### config.mk
export PLATFORM = sky130hd
export DESIGN_NAME = first_match_address_acl_core
export DESIGN_NICKNAME = d
export VERILOG_FILES = /design/src/fmaa_pkg.sv /design/src/fmaa_ram.sv /design/src/fmaa_fifo.sv /design/src/fmaa_front.sv /design/src/fmaa_back.sv /design/src/first_match_address_acl_core.sv
export SDC_FILE = /design/constraint.sdc
export NUM_CORES = 2
export LEC_CHECK = 0
export BUFFER_PORTS_ARGS = -buffer_cell sky130_fd_sc_hd__buf_2
export CORE_UTILIZATION = 56
export CTS_CLUSTER_DIAMETER = 60
export DETAILED_ROUTE_END_ITERATION = 10
export PLACE_DENSITY_LB_ADDON = 0.15
export SYNTH_ARGS = -nofsm -noshare
export SYNTH_HDL_FRONTEND = slang
export SYNTH_SLANG_ARGS = --single-unit
### constraint.sdc
create_clock -name i_clk -period 6.6 [get_ports i_clk]
set_input_delay 0.66 -clock i_clk [delete_from_list [all_inputs] [get_ports i_clk]]
set_output_delay 0.66 -clock i_clk [all_outputs]
set_load 0.005 [all_outputs]
### src/fmaa_pkg.sv
// ----------------------------------------------------------------------------
// fmaa_pkg: shared types and constants for the first-match address ACL
// Function and status codes, the decoded command word, the stored rule and
// the result word.
// ----------------------------------------------------------------------------
`default_nettype none

package fmaa_pkg;

    localparam int ADDR_W = 32;

    // Input function codes
    localparam logic [1:0] FN_ADD   = 2'd0;
    localparam logic [1:0] FN_TEST  = 2'd1;
    localparam logic [1:0] FN_READ  = 2'd2;
    localparam logic [1:0] FN_CLEAR = 2'd3;

    // Result status codes
    localparam logic [1:0] ST_OK     = 2'd0;
    localparam logic [1:0] ST_FULL   = 2'd1;
    localparam logic [1:0] ST_BADLEN = 2'd2;
    localparam logic [1:0] ST_NOIDX  = 2'd3;

    localparam logic [ADDR_W-1:0] MASK_ALL   = 32'hFFFF_FFFF;
    localparam logic [5:0]        FULL_LEN   = 6'd32;
    localparam logic [5:0]        MAX_PREFIX = 6'd48;

    // Decoded operation handed from front to back
    typedef enum logic [2:0] {
        OP_ADD,
        OP_TEST,
        OP_READ,
        OP_CLEAR,
        OP_BADLEN
    } t_op;

    typedef struct packed {
        t_op               op;
        logic [ADDR_W-1:0] address;
        logic [ADDR_W-1:0] mask;
        logic              allow;
        logic [3:0]        index;
    } t_cmd;

    typedef struct packed {
        logic [ADDR_W-1:0] address;
        logic [ADDR_W-1:0] mask;
        logic              allow;
    } t_rule;

    typedef struct packed {
        logic [1:0]        status;
        logic              permitted;
        logic              matched;
        logic [3:0]        match_index;
        logic [4:0]        entry_count;
        logic [ADDR_W-1:0] entry_address;
        logic [ADDR_W-1:0] entry_mask;
        logic              entry_allow;
    } t_res;

    // Mask with min(len, 32) leading ones
    function automatic logic [ADDR_W-1:0] prefix_to_mask(input logic [5:0] len);
        logic [ADDR_W-1:0] m;
        if (len >= FULL_LEN) begin
            m = MASK_ALL;
        end else begin
            m = ~(MASK_ALL >> len[4:0]);
        end
        return m;
    endfunction

endpackage

`default_nettype wire

### src/fmaa_ram.sv
// ----------------------------------------------------------------------------
// fmaa_ram: generic single-write, single-read RAM
// One write port and one read port; read data is registered.
// ----------------------------------------------------------------------------
`default_nettype none

module fmaa_ram #(
    parameter int WIDTH = 8,
    parameter int DEPTH = 16,
    parameter int AW    = (DEPTH > 1) ? $clog2(DEPTH) : 1
) (
    input  wire logic             i_clk,
    input  wire logic             i_we,
    input  wire logic [AW-1:0]    i_waddr,
    input  wire logic [WIDTH-1:0] i_wdata,
    input  wire logic [AW-1:0]    i_raddr,
    output logic      [WIDTH-1:0] o_rdata
);

    logic [WIDTH-1:0] r_mem [DEPTH];

    // Write and registered read
    always_ff @(posedge i_clk) begin
        if (i_we) begin
            r_mem[i_waddr] <= i_wdata;
        end
        o_rdata <= r_mem[i_raddr];
    end

endmodule

`default_nettype wire

### src/fmaa_fifo.sv
// ----------------------------------------------------------------------------
// fmaa_fifo: two-entry queue
// Decouples producer and consumer; push and pop may happen in one cycle.
// ----------------------------------------------------------------------------
`default_nettype none

module fmaa_fifo #(
    parameter type t_word = logic
) (
    input  wire logic i_clk,
    input  wire logic i_rst_n,
    input  wire logic i_push,
    input  t_word     i_data,
    output logic      o_full,
    input  wire logic i_pop,
    output logic      o_valid,
    output t_word     o_data
);

    t_word      r_mem [2];
    logic       r_wp;
    logic       r_rp;
    logic [1:0] r_cnt;
    logic       w_push;
    logic       w_pop;

    assign o_full  = (r_cnt == 2'd2);
    assign o_valid = (r_cnt != 2'd0);
    assign o_data  = r_mem[r_rp];
    assign w_push  = i_push && !o_full;
    assign w_pop   = i_pop && o_valid;

    // Store incoming word
    always_ff @(posedge i_clk) begin
        if (w_push) begin
            r_mem[r_wp] <= i_data;
        end
    end

    // Advance pointers and fill count
    always_ff @(posedge i_clk) begin
        if (!i_rst_n) begin
            r_wp  <= 1'b0;
            r_rp  <= 1'b0;
            r_cnt <= 2'd0;
        end else begin
            if (w_push) begin
                r_wp <= ~r_wp;
            end
            if (w_pop) begin
                r_rp <= ~r_rp;
            end
            if (w_push && !w_pop) begin
                r_cnt <= r_cnt + 2'd1;
            end else if (w_pop && !w_push) begin
                r_cnt <= r_cnt - 2'd1;
            end
        end
    end

endmodule

`default_nettype wire

### src/fmaa_front.sv
// ----------------------------------------------------------------------------
// fmaa_front: command classifier
// Decodes the function, builds the rule mask, masks the rule address and
// flags prefix lengths that are out of range.
// ----------------------------------------------------------------------------
`default_nettype none

module fmaa_front (
    input  wire logic [1:0]  i_func,
    input  wire logic [31:0] i_address,
    input  wire logic [31:0] i_full_mask,
    input  wire logic [5:0]  i_prefix_length,
    input  wire logic        i_use_prefix,
    input  wire logic        i_allow,
    input  wire logic [3:0]  i_entry_index,
    output fmaa_pkg::t_cmd   o_cmd
);

    import fmaa_pkg::*;

    logic [ADDR_W-1:0] w_mask;
    logic              w_badlen;

    // Pick mask source and check prefix range
    assign w_mask   = i_use_prefix ? prefix_to_mask(i_prefix_length) : i_full_mask;
    assign w_badlen = i_use_prefix && (i_prefix_length > MAX_PREFIX);

    // Build command word
    always_comb begin
        o_cmd.mask    = w_mask;
        o_cmd.allow   = i_allow;
        o_cmd.index   = i_entry_index;
        o_cmd.address = i_address;
        unique case (i_func)
            FN_ADD: begin
                o_cmd.op      = w_badlen ? OP_BADLEN : OP_ADD;
                o_cmd.address = i_address & w_mask;
            end
            FN_TEST:  o_cmd.op = OP_TEST;
            FN_READ:  o_cmd.op = OP_READ;
            FN_CLEAR: o_cmd.op = OP_CLEAR;
            default:  o_cmd.op = OP_CLEAR;
        endcase
    end

endmodule

`default_nettype wire

### src/fmaa_back.sv
// ----------------------------------------------------------------------------
// fmaa_back: rule table engine
// Holds the rule count and rule RAM, executes commands, and scans rules in
// order, one per cycle, for the first match.
// ----------------------------------------------------------------------------
`default_nettype none

module fmaa_back #(
    parameter int MAX_RULES = 16
) (
    input  wire logic      i_clk,
    input  wire logic      i_rst_n,
    input  fmaa_pkg::t_cmd i_cmd,
    input  wire logic      i_cmd_valid,
    output logic           o_cmd_pop,
    output fmaa_pkg::t_res o_res,
    output logic           o_res_push,
    input  wire logic      i_res_full
);

    import fmaa_pkg::*;

    localparam int IW = (MAX_RULES > 1) ? $clog2(MAX_RULES) : 1;
    localparam int CW = $clog2(MAX_RULES + 1);
    localparam int XW = (CW > 4) ? CW : 4;

    typedef enum logic [1:0] {
        S_IDLE,
        S_READ,
        S_SCAN
    } t_state;

    t_state          r_state, n_state;
    logic [CW-1:0]   r_count, n_count;
    logic [IW-1:0]   r_cmp_idx, n_cmp_idx;
    logic [31:0]     r_addr, n_addr;

    logic            w_we;
    logic [IW-1:0]   w_waddr;
    t_rule           w_wdata;
    logic [IW-1:0]   w_raddr;
    t_rule           w_rdata;
    logic            w_hit;
    logic            w_last;
    logic            w_full;
    logic            w_idx_ok;

    fmaa_ram #(
        .WIDTH ($bits(t_rule)),
        .DEPTH (MAX_RULES),
        .AW    (IW)
    ) u_rules (
        .i_clk   (i_clk),
        .i_we    (w_we),
        .i_waddr (w_waddr),
        .i_wdata (w_wdata),
        .i_raddr (w_raddr),
        .o_rdata (w_rdata)
    );

    assign w_hit    = ((r_addr & w_rdata.mask) == w_rdata.address);
    assign w_last   = ((CW'(r_cmp_idx) + CW'(1)) == r_count);
    assign w_full   = (r_count >= CW'(MAX_RULES));
    assign w_idx_ok = (XW'(i_cmd.index) < XW'(r_count));
    assign w_waddr  = IW'(r_count);
    assign w_wdata  = '{address: i_cmd.address, mask: i_cmd.mask, allow: i_cmd.allow};

    // Sequence commands and form results
    always_comb begin
        n_state    = r_state;
        n_count    = r_count;
        n_cmp_idx  = r_cmp_idx;
        n_addr     = r_addr;
        o_cmd_pop  = 1'b0;
        o_res_push = 1'b0;
        o_res      = '0;
        w_we       = 1'b0;
        w_raddr    = '0;
        unique case (r_state)
            S_IDLE: begin
                if (i_cmd_valid && !i_res_full) begin
                    o_cmd_pop = 1'b1;
                    unique case (i_cmd.op)
                        OP_ADD: begin
                            o_res_push = 1'b1;
                            if (w_full) begin
                                o_res.status = ST_FULL;
                            end else begin
                                w_we    = 1'b1;
                                n_count = r_count + CW'(1);
                            end
                        end
                        OP_BADLEN: begin
                            o_res_push   = 1'b1;
                            o_res.status = ST_BADLEN;
                        end
                        OP_CLEAR: begin
                            o_res_push = 1'b1;
                            n_count    = '0;
                        end
                        OP_READ: begin
                            if (w_idx_ok) begin
                                w_raddr = IW'(i_cmd.index);
                                n_state = S_READ;
                            end else begin
                                o_res_push   = 1'b1;
                                o_res.status = ST_NOIDX;
                            end
                        end
                        OP_TEST: begin
                            if (r_count == '0) begin
                                o_res_push      = 1'b1;
                                o_res.permitted = 1'b1;
                            end else begin
                                w_raddr   = '0;
                                n_addr    = i_cmd.address;
                                n_cmp_idx = '0;
                                n_state   = S_SCAN;
                            end
                        end
                        default: begin
                            o_res_push = 1'b1;
                        end
                    endcase
                end
            end
            S_READ: begin
                o_res_push          = 1'b1;
                o_res.entry_address = w_rdata.address;
                o_res.entry_mask    = w_rdata.mask;
                o_res.entry_allow   = w_rdata.allow;
                n_state             = S_IDLE;
            end
            S_SCAN: begin
                if (w_hit) begin
                    o_res_push        = 1'b1;
                    o_res.matched     = 1'b1;
                    o_res.permitted   = w_rdata.allow;
                    o_res.match_index = 4'(r_cmp_idx);
                    n_state           = S_IDLE;
                end else if (w_last) begin
                    o_res_push = 1'b1;
                    n_state    = S_IDLE;
                end else begin
                    w_raddr   = r_cmp_idx + IW'(1);
                    n_cmp_idx = r_cmp_idx + IW'(1);
                end
            end
            default: begin
                n_state = S_IDLE;
            end
        endcase
        o_res.entry_count = 5'(n_count);
    end

    // Hold state, count and scan context
    always_ff @(posedge i_clk) begin
        r_cmp_idx <= n_cmp_idx;
        r_addr    <= n_addr;
        if (!i_rst_n) begin
            r_state <= S_IDLE;
            r_count <= '0;
        end else begin
            r_state <= n_state;
            r_count <= n_count;
        end
    end

    a_count_bound: assert property (@(posedge i_clk) disable iff (!i_rst_n)
        r_count <= CW'(MAX_RULES))
        else $error("rule count above table size");

    a_no_res_overflow: assert property (@(posedge i_clk) disable iff (!i_rst_n)
        o_res_push |-> !i_res_full)
        else $error("result pushed into full queue");

    a_scan_in_range: assert property (@(posedge i_clk) disable iff (!i_rst_n)
        (r_state == S_SCAN) |-> (CW'(r_cmp_idx) < r_count))
        else $error("scan index past stored rules");

    a_write_grows: assert property (@(posedge i_clk) disable iff (!i_rst_n)
        w_we |=> (r_count == $past(r_count) + CW'(1)))
        else $error("rule write without count advance");

endmodule

`default_nettype wire

### src/first_match_address_acl_core.sv
// ----------------------------------------------------------------------------
// first_match_address_acl_core: ordered IPv4 rule table with first-match test
// Top level: classifier front, command queue, table engine, result queue.
// ----------------------------------------------------------------------------
// Usage:
//   Input side is a queue: drive the fields and raise push; the word is taken
//   on a clock edge where full is low. Results come out of a queue: while
//   empty is low the oldest result sits on the o_ ports, and pop takes it.
//   Every input word yields exactly one result word, in order.
// Timing:
//   Add, clear and rejected adds finish in the engine's idle state; a read
//   also passes the read state. A test on an empty table finishes in idle;
//   otherwise the scan state checks rules in order up to the first match or
//   the last rule, since the rule RAM is read one entry per cycle through its
//   single read port. A word passes both registered queues before empty falls.
// Reset:
//   Synchronous, active low; the rule count and both queues are cleared. Rule
//   RAM contents are not cleared and need no sweep.
// Stall:
//   When pop stays low the result queue fills, the engine waits, the command
//   queue fills and full rises; nothing is dropped.
// ----------------------------------------------------------------------------
`default_nettype none

module first_match_address_acl_core #(
    parameter int MAX_RULES = 16
) (
    input  wire logic        i_clk,
    input  wire logic        i_rst_n,
    input  wire logic        push,
    output logic             full,
    input  wire logic [1:0]  i_func,
    input  wire logic [31:0] i_address,
    input  wire logic [31:0] i_full_mask,
    input  wire logic [5:0]  i_prefix_length,
    input  wire logic        i_use_prefix,
    input  wire logic        i_allow,
    input  wire logic [3:0]  i_entry_index,
    output logic             empty,
    input  wire logic        pop,
    output logic [1:0]       o_status,
    output logic             o_permitted,
    output logic             o_matched,
    output logic [3:0]       o_match_index,
    output logic [4:0]       o_entry_count,
    output logic [31:0]      o_entry_address,
    output logic [31:0]      o_entry_mask,
    output logic             o_entry_allow
);

    import fmaa_pkg::*;

    t_cmd w_cmd_in;
    t_cmd w_cmd_out;
    logic w_cmd_valid;
    logic w_cmd_pop;
    t_res w_res_in;
    t_res w_res_out;
    logic w_res_push;
    logic w_res_full;
    logic w_res_valid;

    // Classify incoming word
    fmaa_front u_front (
        .i_func          (i_func),
        .i_address       (i_address),
        .i_full_mask     (i_full_mask),
        .i_prefix_length (i_prefix_length),
        .i_use_prefix    (i_use_prefix),
        .i_allow         (i_allow),
        .i_entry_index   (i_entry_index),
        .o_cmd           (w_cmd_in)
    );

    // Queue commands between front and engine
    fmaa_fifo #(
        .t_word (t_cmd)
    ) u_cmd_q (
        .i_clk   (i_clk),
        .i_rst_n (i_rst_n),
        .i_push  (push),
        .i_data  (w_cmd_in),
        .o_full  (full),
        .i_pop   (w_cmd_pop),
        .o_valid (w_cmd_valid),
        .o_data  (w_cmd_out)
    );

    // Execute against the rule table
    fmaa_back #(
        .MAX_RULES (MAX_RULES)
    ) u_back (
        .i_clk       (i_clk),
        .i_rst_n     (i_rst_n),
        .i_cmd       (w_cmd_out),
        .i_cmd_valid (w_cmd_valid),
        .o_cmd_pop   (w_cmd_pop),
        .o_res       (w_res_in),
        .o_res_push  (w_res_push),
        .i_res_full  (w_res_full)
    );

    // Queue results for the receiver
    fmaa_fifo #(
        .t_word (t_res)
    ) u_res_q (
        .i_clk   (i_clk),
        .i_rst_n (i_rst_n),
        .i_push  (w_res_push),
        .i_data  (w_res_in),
        .o_full  (w_res_full),
        .i_pop   (pop),
        .o_valid (w_res_valid),
        .o_data  (w_res_out)
    );

    assign empty           = !w_res_valid;
    assign o_status        = w_res_out.status;
    assign o_permitted     = w_res_out.permitted;
    assign o_matched       = w_res_out.matched;
    assign o_match_index   = w_res_out.match_index;
    assign o_entry_count   = w_res_out.entry_count;
    assign o_entry_address = w_res_out.entry_address;
    assign o_entry_mask    = w_res_out.entry_mask;
    assign o_entry_allow   = w_res_out.entry_allow;

endmodule

`default_nettype wire

==> metrics.md <==
| Metric | Value |
|---|---|
| Gr ovfl total | 0 |
| Post-CTS setup buffers | 0 |
| DP Wirelength | 84,250 µm |
| I/O pin cnt | 162 |
| Mapped Area | roughly 0.057 mm² |
| Largest net degree at the start of global routing | roughly 160 |
| Area of the multi-input gates | 0.01279 mm² |
| Die X-Extent | 319.8 µm |
| PD cells | between 300 and 400 mW/mm² |
| Async set or reset register ratio after synthesis | 0% |
| Measured slew at the worst slew-check pin | 1.337 ns |
| Outcome | complete, no violations |
| Peak VDD IR | between 200 and 300 µV |
| Detailed router's first-iteration violation count | 3,969 |
| RSZ-0062 raised after global routing | no |
| Synth unique cells | 63 |
| N_diodes | 0 |
| Sequential share of the synthesized area | 75.94% |
| R2r worst-path depth | 9 |
| Fill cells | between 7,000 and 8,000 |
| EDFF count, synth | 1,376 |
| Critical Path Start | u_back.u_rules.o_rdata[5] |
| Worst stage delay on the critical path | 1.05 ns |
| Synthesized net count | 3,725 |
| Buf/Inv on CP | 1 |
| Max-cap violations | 0 |
| Min Tclk post-route | 5.467 ns |
| Share of cells above drive strength 1 | 16.81% |
| HP Class | input port to flip-flop |
| Hold Buf Count CTS | 0 |
| Rows | 116 |
| Cts bufs inserted | 147 |
| Total Routing Usage GR | 28.81% |
| Final setup viols | 0 |
| Register area | 0.04297 mm² |
| Routability Congestion | ~0.82 |
| Psw | between 5 and 6 mW |
| R2R setup slack | 1.13 ns |
| Clk_lat worst skew | 0.75 ns |
| Worst reg2reg path startpoint | u_back.u_rules.o_rdata[5] |
| Die height | 319.8 µm |
| CTS tree | built |
| Largest delay share family, worst path | compound AO/OA/AOI/OAI gates |
| Worst setup margin | 1.133 ns |
| CP Capture Point | u_back.u_rules.o_rdata[1] |
| Req. time, crit path | ~7.1 ns |
| Finished Layout Cells | 5,207 |
| Via count of the first global-routing pass | 31,380 |
| Syn-to-layout area delta | 13.25% |
| Mapped Avg Cell Area | between 15 and 20 µm² |
| YS warnings | 0 |
| Nature of the critical path startpoint | flip-flop |
| Reg-to-reg critical path endpoint | u_back.u_rules.o_rdata[1] |
| First-pass GRT wire length | 212,700 µm |
| Crit path capture type | flip-flop |
| Crit-path cells | and3_1 -> o22a_1 -> nand4_1 -> nor4_2 -> o22a_4 -> buf_12 -> nand2_1 -> a32o_1 -> o41ai_1 |
| H-tree depth | 4 |
| WP depth | 9 |
| Seq cells post-synth | between 1,000 and 1,500 |
| Slowest stage cell on the critical path | o41ai_1 |
| Leakage Power | 21.93 nW |
| Sequential Power Share | 50.4% |
| Prevailing post-synth register cell | edfxtp_1 |
| DRT Pass-1 Iters | 6 |
| Initial antenna violation count | 7 |
| CP arrival | around 6 ns |
| Final ANT Viol Nets | 0 |
| CP max FO | 93 |
| Slew margin rel. | 9.675% |
| Port Buffers | around 160 |
| Hold_ws | roughly 0.10 ns |
| DR vias/cell | 6.321 |
| Routed WL per cell | between 20 and 30 µm |
| Via count | 32,920 |
| Synth Instances | 3,633 |
| Internal power | 17.65 mW |
| Most common cell after layout, fill and taps aside | edfxtp_1 |
| Final period util | 82.83% |
| Initial Util | 56.49% |
| Placed Cells | 4,938 |
| Kind of critical path | flip-flop to flip-flop |
| PostCTS Resize Cnt | 0 |
| Setup TNS Final | 0 ns |
| CTS clock-pin slew for the worst setup and hold paths | 0.06 ns |
| Clock sink total | 1,458 |
| # nets final | roughly 3,900 |
| Routed Wire Length | between 100,000 and 150,000 µm |
| Hold path depth | 1 |
| Sw Share | roughly a quarter |
| Comb pwr share | 12.9% |
| Final Skew | ~0.026 ns |
| Leading cell types in the layout, fill and taps excluded | edfxtp_1, nand2_1, a21oi_1, and2_1, buf_2 |
| Die Area | 0.1023 mm² |
| Clock tree buffer depth | 3 |
| Place WS | 1.275 ns |
| Clk network pwr share | 36.6% |
| Total Power | about 23 mW |
| Fin. Hold Viols | 0 |
| Maximum clock frequency | 182.9 MHz |
| Pins over their slew limit | 0 |
| CTS root buf | clkbuf_16 |
| DRC viols | 0 |
| CORE AREA | 0.1001 mm² |
[metal layers]
| layer | vias up | share of wire (%) | track usage (%) |
|---|---|---|---|
| li1 | 14390 | - | - |
| met1 | 16740 | 41 | 41.06 |
| met2 | 1549 | 47 | 45.70 |
| met4 | 4 | 2.6 | 9.081 |
| met3 | 236 | 9.0 | 4.832 |
| met5 | - | 0.018 | 0 |
[metrics by stage]
step / area [µm²] / util [%]
after floorplan: 56580 / -
after global placement: 59040 / 58.96
after detailed placement: 59050 / 58.96
after CTS: 64050 / 63.96
after global routing: 64060 / 63.97
final: 64060 / 63.97
[final cells by class]
cell class                 instances  area share, %
clock buffer                     203          6.523
clock inverter                    66          1.285
inverter                          10        0.05859
multi-input combinational       1936          19.96
sequential                      1458          67.07
tap                             1298          2.535
timing repair buffer             236          2.562
[logic make-up after synthesis]
| family | Yosys count | synth area share, % |
|---|---|---|
| AOI/OAI and AO/OA | 834 | 10.52 |
| xor gates and xnor gates | 14 | 0.2411 |
| adders and majority gates | 10 | 0.2212 |
| buffers and inverters | 239 | 1.907 |
| DFF | 1458 | 75.94 |
| muxes | 210 | 4.050 |
| and+or+nand+nor | 868 | 7.120 |
[cells in the mapped netlist, drive strengths merged, types with 21 or more instances]
cell | n | area [µm²]
buf | 137 | 695.7
o21ai | 21 | 105.1
o21a | 37 | 277.8
a21oi | 262 | 1319
and2 | 196 | 1226
clkbuf | 92 | 345.3
nand2 | 500 | 1877
mux2 | 148 | 1667
a22oi | 128 | 960.9
edfxtp | 1376 | 41320
a211oi | 127 | 973.4
mux2i | 62 | 624.4
a32oi | 65 | 569.3
dfxtp | 82 | 1642
a32o | 66 | 660.6
and3 | 27 | 168.9
nor2 | 71 | 266.5
o41ai | 58 | 508.0
[worst reg2reg max path, stage by stage (launching register included)]
cell and delay, ns:
dfxtp_1 0.65, and3_1 0.25, o22a_1 0.28, nand4_1 0.27
nor4_2 0.98, o22a_4 0.86, buf_12 0.45, nand2_1 0.20
a32o_1 0.27, o41ai_1 1.05
[worst min-delay path by stage]
| stage | endpoint | slack [ns] | startpoint |
|---|---|---|---|
| 3_5_place_dp | u_cmd_q.r_cnt[1] | 0.51 | u_cmd_q.r_cnt[1] |
| 2_1_floorplan | u_cmd_q.r_cnt[1] | 0.48 | u_cmd_q.r_cnt[1] |
| 6_report | u_cmd_q.r_mem[1][1] | 0.10 | i_entry_index[1] |
| 3_3_place_gp | u_cmd_q.r_cnt[1] | 0.49 | u_cmd_q.r_cnt[1] |
| 5_1_grt | u_cmd_q.r_mem[1][1] | 0.09 | i_entry_index[1] |
| 4_1_cts | u_cmd_q.r_mem[1][1] | 0.07 | i_entry_index[1] |
[flip-flops by register name, indices dropped and copies added (netlist names), named ones only]
name and cells:
u_cmd_q.r_wp 1, u_back.u_rules.o_rdata 65, u_cmd_q.r_cnt 2, u_res_q.r_mem 156
u_back.u_rules.r_mem 1040, u_back.r_count 5, u_back.r_state 2, u_back.r_cmp_idx 4
u_res_q.r_rp 1, u_back.r_addr 32, u_cmd_q.r_mem 144, u_res_q.r_wp 1
u_cmd_q.r_rp 1, u_res_q.r_cnt 2
[power by group through the flow]
stage	clock, mW	combinational [mW]	sequential, mW
finish	8.58	3.03	11.8
global route	9.01	3.23	11.9
floorplan	0	1.80	11.8
detailed placement	0	3.01	12.0
CTS	8.67	3.03	11.8
global placement	0	2.97	12.0
No activity file was read; power rests on OpenSTA's default activity.
